File: src/hw/rtl/yqr_pkg.sv
// Shared types, constants and helper functions for the 4:2:0 to RGB converter.
// No dependencies; used by the channel interfaces and by the top level.
package yqr_pkg;

    localparam int CHROMA_BIAS = 128;
    localparam int FRAC_BITS   = 10;
    localparam int PIX_MAX     = 8'hFF;

    localparam int COEF_W = 12;  // unsigned coefficient width
    localparam int TERM_W = 10;  // chroma term after the shift
    localparam int SUM_W  = 12;  // pixel sum before clamping

    // colour space codes
    localparam logic [1:0] CS_DEFAULT = 2'd0;
    localparam logic [1:0] CS_PAL     = 2'd1;
    localparam logic [1:0] CS_V4L2    = 2'd2;
    localparam logic [1:0] CS_NONE    = 2'd3;

    // coefficient selectors
    localparam logic [1:0] CO_V1 = 2'd0;
    localparam logic [1:0] CO_U1 = 2'd1;
    localparam logic [1:0] CO_V2 = 2'd2;
    localparam logic [1:0] CO_U2 = 2'd3;

    // register decode on paddr[2]
    localparam logic REG_COLOR_SPACE = 1'b0;
    localparam logic REG_SWAP_CHROMA = 1'b1;

    // pixel positions in emission order
    localparam logic [1:0] POS_TOP_LEFT     = 2'd0;
    localparam logic [1:0] POS_BOTTOM_RIGHT = 2'd3;

    typedef struct packed {
        logic [7:0] luma_top_left;
        logic [7:0] luma_top_right;
        logic [7:0] luma_bottom_left;
        logic [7:0] luma_bottom_right;
        logic [7:0] chroma_first;
        logic [7:0] chroma_second;
    } t_in_req;

    typedef struct packed {
        logic [7:0] red;
        logic [7:0] green;
        logic [7:0] blue;
        logic [1:0] pixel_position;
        logic       last_of_block;
    } t_out_req;

    // Coefficients per 1024, scaled by the floor shift afterwards.
    function automatic logic [COEF_W-1:0] coef(input logic [1:0] cs, input logic [1:0] sel);
        logic [COEF_W-1:0] c;
        c = '0;
        case (cs)
            CS_DEFAULT: begin
                case (sel)
                    CO_V1:   c = 12'd1632;
                    CO_U1:   c = 12'd400;
                    CO_V2:   c = 12'd528;
                    default: c = 12'd2064;
                endcase
            end
            CS_PAL: begin
                case (sel)
                    CO_V1:   c = 12'd1168;
                    CO_U1:   c = 12'd408;
                    CO_V2:   c = 12'd594;
                    default: c = 12'd2080;
                endcase
            end
            CS_V4L2: begin
                case (sel)
                    CO_V1:   c = 12'd1440;
                    CO_U1:   c = 12'd352;
                    CO_V2:   c = 12'd736;
                    default: c = 12'd1816;
                endcase
            end
            default: c = '0;
        endcase
        return c;
    endfunction

    // coef * c, then arithmetic shift right (floor). Product fits in 20 bits.
    function automatic logic signed [TERM_W-1:0] term(input logic [COEF_W-1:0] k,
                                                      input logic signed [8:0] c);
        logic signed [COEF_W+9:0] p;
        p = $signed({1'b0, k}) * c;
        return p[FRAC_BITS+TERM_W-1:FRAC_BITS];
    endfunction

    function automatic logic [7:0] clamp(input logic signed [SUM_W-1:0] x);
        logic [7:0] r;
        if (x < 0) begin
            r = '0;
        end else if (x > $signed(SUM_W'(PIX_MAX))) begin
            r = 8'(PIX_MAX);
        end else begin
            r = x[7:0];
        end
        return r;
    endfunction

endpackage

File: src/hw/rtl/yqr_ifs.sv
// Valid/ready channel interfaces for the converter's block input and pixel output.
// Depends on yqr_pkg for the payload types.
interface yqr_in_if;
    logic             valid;
    logic             ready;
    yqr_pkg::t_in_req data;
    modport source (output valid, output data, input ready);
    modport sink   (input valid, input data, output ready);
endinterface

interface yqr_out_if;
    logic              valid;
    logic              ready;
    yqr_pkg::t_out_req data;
    modport source (output valid, output data, input ready);
    modport sink   (input valid, input data, output ready);
endinterface

File: src/hw/rtl/yuv420_quad_to_rgb_unit.sv
// Top level of the 4:2:0 quad to RGB converter: APB registers, term stage, pixel stage.
// Depends on yqr_pkg and the channel interfaces in yqr_ifs.sv.
//
// One input request is a 2x2 luma block plus its shared chroma pair; it yields four
// pixel requests (top-left, bottom-left, top-right, bottom-right), the last flagged
// with last_of_block. An accepted block is held in the input register, and each
// pixel is formed from it into the output register. The output channel moves one
// pixel per cycle while ready is high; the held block gives out all four pixels
// before the next one is taken. The next block is taken in the same cycle as the
// fourth pixel of the current one is loaded, so with ready held high there are no
// gaps on the output. Chroma terms are formed once per block at input accept
// (constant-coefficient multiply, floor shift by 10) and held with the lumas; each
// colour is then one add (two subtracts for green), one compare pair for clamping,
// and the zero-luma override to black. Registers: color_space at 0x0, swap_chroma at
// 0x4; write them only while the block is idle. Reset is synchronous, active low.
module yuv420_quad_to_rgb_unit (
    input  logic         i_clk,
    input  logic         i_rst_n,
    yqr_in_if.sink       i_in,
    yqr_out_if.source    o_out,
    input  logic         psel,
    input  logic         penable,
    input  logic         pwrite,
    input  logic [2:0]   paddr,
    input  logic [31:0]  pwdata,
    output logic [31:0]  prdata,
    output logic         pready
);

    localparam int TW = yqr_pkg::TERM_W;
    localparam int SW = yqr_pkg::SUM_W;

    // ---------------- configuration registers ----------------
    logic [1:0] r_color_space;
    logic       r_swap_chroma;
    logic       cfg_wr;

    assign pready = 1'b1;
    assign cfg_wr = psel && penable && pwrite;

    always_ff @(posedge i_clk) begin
        if (!i_rst_n) begin
            r_color_space <= yqr_pkg::CS_DEFAULT;
            r_swap_chroma <= 1'b0;
        end else if (cfg_wr) begin
            case (paddr[2])
                yqr_pkg::REG_COLOR_SPACE: r_color_space <= pwdata[1:0];
                yqr_pkg::REG_SWAP_CHROMA: r_swap_chroma <= pwdata[0];
                default: ;
            endcase
        end
    end

    always_comb begin
        case (paddr[2])
            yqr_pkg::REG_COLOR_SPACE: prdata = {30'd0, r_color_space};
            yqr_pkg::REG_SWAP_CHROMA: prdata = {31'd0, r_swap_chroma};
            default:                  prdata = '0;
        endcase
    end

    // ---------------- term stage (input register) ----------------
    logic                 r_hold_valid;
    logic [1:0]           r_k;          // next pixel to emit from the held block
    logic [7:0]           r_luma [4];   // stored in emission order
    logic signed [TW-1:0] r_v1, r_u1, r_v2, r_u2;

    logic                 in_acc;
    logic                 take_pix;
    logic                 last_pix;
    logic signed [8:0]    c_first, c_second, c_u, c_v;

    // bias removal: 0..255 -> -128..127
    assign c_first  = $signed({1'b0, i_in.data.chroma_first})  - 9'sd128;
    assign c_second = $signed({1'b0, i_in.data.chroma_second}) - 9'sd128;
    assign c_u      = r_swap_chroma ? c_first  : c_second;
    assign c_v      = r_swap_chroma ? c_second : c_first;

    assign take_pix  = r_hold_valid && (!o_out.valid || o_out.ready);
    assign last_pix  = (r_k == yqr_pkg::POS_BOTTOM_RIGHT);
    assign i_in.ready = !r_hold_valid || (take_pix && last_pix);
    assign in_acc    = i_in.valid && i_in.ready;

    always_ff @(posedge i_clk) begin
        if (!i_rst_n) begin
            r_hold_valid <= 1'b0;
            r_k          <= yqr_pkg::POS_TOP_LEFT;
        end else begin
            if (in_acc) begin
                r_hold_valid <= 1'b1;
                r_k          <= yqr_pkg::POS_TOP_LEFT;
            end else if (take_pix) begin
                r_hold_valid <= !last_pix;
                r_k          <= r_k + 2'd1;
            end
        end
    end

    always_ff @(posedge i_clk) begin
        if (in_acc) begin
            r_luma[0] <= i_in.data.luma_top_left;
            r_luma[1] <= i_in.data.luma_bottom_left;
            r_luma[2] <= i_in.data.luma_top_right;
            r_luma[3] <= i_in.data.luma_bottom_right;
            r_v1 <= yqr_pkg::term(yqr_pkg::coef(r_color_space, yqr_pkg::CO_V1), c_v);
            r_u1 <= yqr_pkg::term(yqr_pkg::coef(r_color_space, yqr_pkg::CO_U1), c_u);
            r_v2 <= yqr_pkg::term(yqr_pkg::coef(r_color_space, yqr_pkg::CO_V2), c_v);
            r_u2 <= yqr_pkg::term(yqr_pkg::coef(r_color_space, yqr_pkg::CO_U2), c_u);
        end
    end

    // ---------------- pixel stage (output register) ----------------
    logic                 r_out_valid;
    yqr_pkg::t_out_req    r_out;
    yqr_pkg::t_out_req    n_out;
    logic [7:0]           y;
    logic signed [SW-1:0] y_s, sum_r, sum_g, sum_b;

    assign y     = r_luma[r_k];
    assign y_s   = $signed({{(SW-8){1'b0}}, y});
    assign sum_r = y_s + SW'(r_v1);
    assign sum_g = y_s - SW'(r_u1) - SW'(r_v2);
    assign sum_b = y_s + SW'(r_u2);

    always_comb begin
        n_out.pixel_position = r_k;
        n_out.last_of_block  = last_pix;
        if (y == 8'd0) begin
            // black regardless of chroma
            n_out.red   = '0;
            n_out.green = '0;
            n_out.blue  = '0;
        end else begin
            n_out.red   = yqr_pkg::clamp(sum_r);
            n_out.green = yqr_pkg::clamp(sum_g);
            n_out.blue  = yqr_pkg::clamp(sum_b);
        end
    end

    always_ff @(posedge i_clk) begin
        if (!i_rst_n) begin
            r_out_valid <= 1'b0;
        end else if (take_pix) begin
            r_out_valid <= 1'b1;
        end else if (o_out.ready) begin
            r_out_valid <= 1'b0;
        end
    end

    always_ff @(posedge i_clk) begin
        if (take_pix) begin
            r_out <= n_out;
        end
    end

    assign o_out.valid = r_out_valid;
    assign o_out.data  = r_out;

    // ---------------- checks ----------------
    a_acc_fills_hold: assert property (@(posedge i_clk) disable iff (!i_rst_n)
        in_acc |=> r_hold_valid && (r_k == yqr_pkg::POS_TOP_LEFT))
        else $error("accepted block not held");

    a_idle_counter: assert property (@(posedge i_clk) disable iff (!i_rst_n)
        !r_hold_valid |-> (r_k == yqr_pkg::POS_TOP_LEFT))
        else $error("pixel counter not at start while stage empty");

    a_pos_sequence: assert property (@(posedge i_clk) disable iff (!i_rst_n)
        (o_out.valid && o_out.ready && !o_out.data.last_of_block)
        |=> o_out.valid && (o_out.data.pixel_position == $past(o_out.data.pixel_position) + 2'd1))
        else $error("pixel of block missing or out of order");

    a_last_flag: assert property (@(posedge i_clk) disable iff (!i_rst_n)
        o_out.valid |->
        (o_out.data.last_of_block == (o_out.data.pixel_position == yqr_pkg::POS_BOTTOM_RIGHT)))
        else $error("last_of_block disagrees with position");

endmodule

File: src/flat_wrapper.sv
// flat-port wrapper written by rule: the top's interface ports become plain ports
module yuv420_quad_to_rgb_unit_flat 
  (i_clk, i_rst_n, psel, penable, pwrite, paddr, pwdata, prdata, pready, i_in_valid, i_in_data, i_in_ready, o_out_valid, o_out_data, o_out_ready);
  yqr_in_if i_in_i ();
  yqr_out_if o_out_i ();
  input  logic i_clk;
  input  logic i_rst_n;
  input  logic psel;
  input  logic penable;
  input  logic pwrite;
  input  logic [2:0] paddr;
  input  logic [31:0] pwdata;
  output logic [31:0] prdata;
  output logic pready;
  input wire logic [$bits(i_in_i.valid)-1:0] i_in_valid;
  input wire logic [$bits(i_in_i.data)-1:0] i_in_data;
  output wire logic [$bits(i_in_i.ready)-1:0] i_in_ready;
  output wire logic [$bits(o_out_i.valid)-1:0] o_out_valid;
  output wire logic [$bits(o_out_i.data)-1:0] o_out_data;
  input wire logic [$bits(o_out_i.ready)-1:0] o_out_ready;
  assign i_in_i.valid = i_in_valid;
  assign i_in_i.data = i_in_data;
  assign i_in_ready = i_in_i.ready;
  assign o_out_valid = o_out_i.valid;
  assign o_out_data = o_out_i.data;
  assign o_out_i.ready = o_out_ready;
  yuv420_quad_to_rgb_unit u_core (.i_clk(i_clk), .i_rst_n(i_rst_n), .i_in(i_in_i), .o_out(o_out_i), .psel(psel), .penable(penable), .pwrite(pwrite), .paddr(paddr), .pwdata(pwdata), .prdata(prdata), .pready(pready));
endmodule
File: config.mk
export PLATFORM = sky130hd
export DESIGN_NAME = yuv420_quad_to_rgb_unit_flat
export DESIGN_NICKNAME = d
export VERILOG_FILES = /design/src/hw/rtl/yqr_pkg.sv /design/src/hw/rtl/yqr_ifs.sv /design/src/hw/rtl/yuv420_quad_to_rgb_unit.sv /design/src/flat_wrapper.sv
export SDC_FILE = /design/constraint.sdc
export NUM_CORES = 1
export LEC_CHECK = 0
export ABC_AREA = 0
export BUFFER_PORTS_ARGS = -buffer_cell sky130_fd_sc_hd__buf_2
export CAP_MARGIN = 15
export CORE_AREA = 2 2 166 168
export DETAILED_ROUTE_END_ITERATION = 8
export DIE_AREA = 0 0 168 170
export PLACE_DENSITY = 0.72
export SYNTH_ARGS = -nofsm -noshare
export SYNTH_HDL_FRONTEND = slang
export SYNTH_SLANG_ARGS = --single-unit
File: constraint.sdc
create_clock -name i_clk -period 6.1 [get_ports i_clk]
set_clock_uncertainty 0.1 [all_clocks]
set_input_delay 0.305 -clock i_clk [delete_from_list [all_inputs] [get_ports i_clk]]
set_output_delay 0.305 -clock i_clk [all_outputs]
set_load 0.01 [all_outputs]
==> impl_results.md <==
* Later-pin clock latency in the skew report at 0.36 ns
* Syn Area/Cell at 10.24 um2
* Stages on the worst setup path at 17
* Placed Cells at 1732
* Core Util, Final at 54.44%
* Vias in the first global route at 9196
* Final period util at 95.32%
* FF-to-FF path depth at 17
* Count of cell types in the netlist at 60
* Number of DRC markers in iteration 0 at 603
* Post-CTS setup buffers at 0
* DR WL/cell at 15.31 um
* Worst path buffer plus inverter count at 3
* Critical path's largest stage delay at 0.50 ns
* Antenna violations before repair at 1
* Crit end category: flop
* Reg area at 3154 um2
* Final Critical Period at 5.814 ns
* First-pass GRT wire length at 44520 um
* Grt ovf at 0
* R2r endpoint: u_core.r_v1[8]$_DFFE_PP_
* Placer Congestion at 0.8808
* FF-to-FF Start: u_core.r_swap_chroma$_SDFFE_PN0P_
* Max_cap viols at 0
* CTS max path bufs at 2
* Cts bufs inserted at 9
* CP startpoint kind: flop
* Met2 Use GR at 32.50%
* Area leader, netlist: edfxtp_1
* Peak VDD IR at 184.8 uV
* Predominant post-synthesis flop cell: edfxtp_1
* Slew HR at 26.78%
* Worst EP arrival at 5.83 ns
* Most used cell, CP: fa_1
* Post-Syn Area at 13200 um2
* Ant diodes at 0
* Area delta synth->final at 9.905%
* Ys async rst share at 0%
* Critical-path top delay cell: fa_1
* Hold buffers post-CTS at 0
* CTS H-tree lvls at 3
* Area of the multi-input gates at 8900 um2
* Cts repair resizes at 0
* Post-synth EDFFs at 99
* Fraction of layout cells with a size suffix above 1 at 12.51%
* CP required at 6.11 ns
* Antenna-violating nets left at 0
* Clock Sinks at 108
* CP max FO at 11
* Pwr dens at 306.3 nW/um2
* Worst min path class: in2reg
* Sequential power share at 25.7%
* CTS tree: built
* M3 GR Usage at 2.465%
* Comb power frac at 60.5%
* Initial core utilization at 49.53%
* I/O pin cnt at 152
* Number of synthesis warnings at 0
* Most crowded layer after global routing: met2
* Status: completed
* Worst reg2reg setup slack at 0.29 ns
* Final hold slack at 0.01300 ns
* Layout Cells excl Fill at 1748
* Die Span Y at 170 um
* Core ar. at 26650 um2
* Met1 Use GR at 26.40%
* Top post-synthesis cells by area: edfxtp_1 (23%), ha_1 (22%), fa_1 (20%), inv_1 (7.3%), xnor2_1 (3.0%)
* Die X at 168 um
* Gate Count Post-Synth at 1289
* Least-Margin Pin Slew at 1.097 ns
* Fill cells at 2327
* Commonest non-fill, non-tap cells in the layout: inv_1 (257), ha_1 (232), fa_1 (130)
* Flops & latches, synth at 108
* Vias/cell at 5.221
* Critical path destination: u_core.r_v1[8]$_DFFE_PP_
* Critical path's top delay family: adder cells
* CP Launch Point: u_core.r_swap_chroma$_SDFFE_PN0P_
* Leak Pwr at 7.281 nW
* Gr usage total at 19.42%
* Die area at 28560 um2
* Post-synthesis sequential area ratio at 23.89%
* RSZ-0062 raised after global routing: false
* Std-Cell Rows at 60
* Layout Nets at 1855
* Drt drc at 0
* Clk pwr share at 13.7%
* DP Wirelength at 22630 um
* Clock transition at path regs at 0.09 ns
* Root buf cell: clkbuf_16
* Slew Limit Fails at 0
* Crit-path cells: buf_4 -> mux2_2 -> and2_1 -> inv_1 -> fa_1 -> fa_1 -> fa_1 -> inv_1 -> fa_1 -> ha_1 -> ha_1 -> a31o_2 -> a41o_1 -> or4_1 -> a31o_1 -> a21oi_1 -> xnor2_1
* Setup TNS at 0 ns
* Total Wirelength at 26770 um
* Commonest non-fill, non-tap cell in the layout: inv_1
* Drt pass-1 iters at 5
* Hold Vio Cnt, Final at 0
* Crit path kind: reg2reg
* Share of the synthesized area in the top cell type at 22.52%
* Pint at 2.574 mW
* Largest net degree at the start of global routing at 74
* Peak Freq at 0.1720 GHz
* Via count at 9127
* Port buffer count at 88
* Final setup viols at 0
* Switching share of power at 42.08%
* P_sw at 1.870 mW
[metal layers]
layer | vias to the layer above | share of wire (%)
li1 | 4441 | -
met1 | 4367 | 46
met2 | 274 | 45
met3 | 45 | 5.9
met4 | 0 | 2.6
met5 | - | 0
[sequential cells by signal (all words and copies together) (netlist names), named ones only]
signal                cells
u_core.o_out.data        27
u_core.r_v2              10
u_core.r_v1              10
u_core.o_out.valid        1
u_core.r_hold_valid       1
u_core.r_swap_chroma      1
u_core.r_color_space      2
u_core.r_u1              10
u_core.r_luma            32
u_core.r_k                2
u_core.r_u2              10
[synth_stat cells, drive strengths merged (10+ instances only)]
master,n
mux2i,15
buf,36
o21a,28
inv,257
nor2b,27
xnor2,45
nor2,81
fa,130
clkbuf,17
o21ai,32
nand2,63
a21oi,30
edfxtp,99
nand3,10
nor3,32
xor2,11
ha,233
nand2b,26
[worst min path at each step]
stage,slack [ns],depth (start not counted),endpoint,startpoint
global placement,0.35,0,u_core.o_out.data[2]$_DFFE_PP_,u_core.r_k[1]$_SDFFE_PP0P_
finish,0.01,1,u_core.r_luma[2][2]$_DFFE_PP_,i_in_data[34]
detailed placement,0.36,0,u_core.o_out.data[2]$_DFFE_PP_,u_core.r_k[1]$_SDFFE_PP0P_
floorplan,0.30,0,u_core.r_luma[0][0]$_DFFE_PP_,i_in_data[40]
global route,0.004,1,u_core.r_luma[3][1]$_DFFE_PP_,i_in_data[17]
CTS,0.002,1,u_core.r_luma[2][2]$_DFFE_PP_,i_in_data[34]
[layout make-up]
cell class	instances	area share [%]
multi-input cells	898	61.35
flip-flops and latches	108	21.74
inverters	259	6.701
repair buffers	126	5.088
well taps	341	2.941
clock buffers	9	1.552
clock inverters	7	0.6296
[cells by family (layout without fill, tap and decap cells)]
| logic type | Yosys count | in the layout | synth area share, % |
|---|---|---|---|
| fa+ha+maj | 363 | 363 | 41.80 |
| buf+inv | 312 | 401 | 9.848 |
| simple gates | 273 | 273 | 9.943 |
| compound gates | 144 | 144 | 7.564 |
| flops | 108 | 108 | 23.89 |
| xor+xnor | 56 | 56 | 3.716 |
| mux | 31 | 31 | 3.185 |
| other cells | 2 | 31 | 0.05689 |
[worst reg2reg max path, stage by stage (launching register included)]
cell and delay, ns:
dfxtp_2 0.44, buf_4 0.25, mux2_2 0.42, and2_1 0.24
inv_1 0.09, fa_1 0.44, fa_1 0.50, fa_1 0.50
inv_1 0.06, fa_1 0.47, ha_1 0.32, ha_1 0.30
a31o_2 0.25, a41o_1 0.26, or4_1 0.43, a31o_1 0.25
a21oi_1 0.18, xnor2_1 0.07
[power groups by stage]
stage / sequential (mW) / clock (mW) / combinational, mW
CTS: 1.15 / 0.625 / 2.70
detailed placement: 1.16 / 0 / 2.67
floorplan: 1.17 / 0 / 2.05
global route: 1.16 / 0.651 / 3.07
global placement: 1.16 / 0 / 2.58
finish: 1.14 / 0.610 / 2.69
[stage by stage]
step	worst slack (ns)	power [mW]	cell area [um2]
CTS	0.08957	4.471	14480
global route	0.001384	4.882	14510
global placement	0.2194	3.742	14160
detailed placement	0.1429	3.833	14160
floorplan	0.2169	3.222	13320
finish	0.2856	4.444	14510
Power figures use the tool's default switching activity.
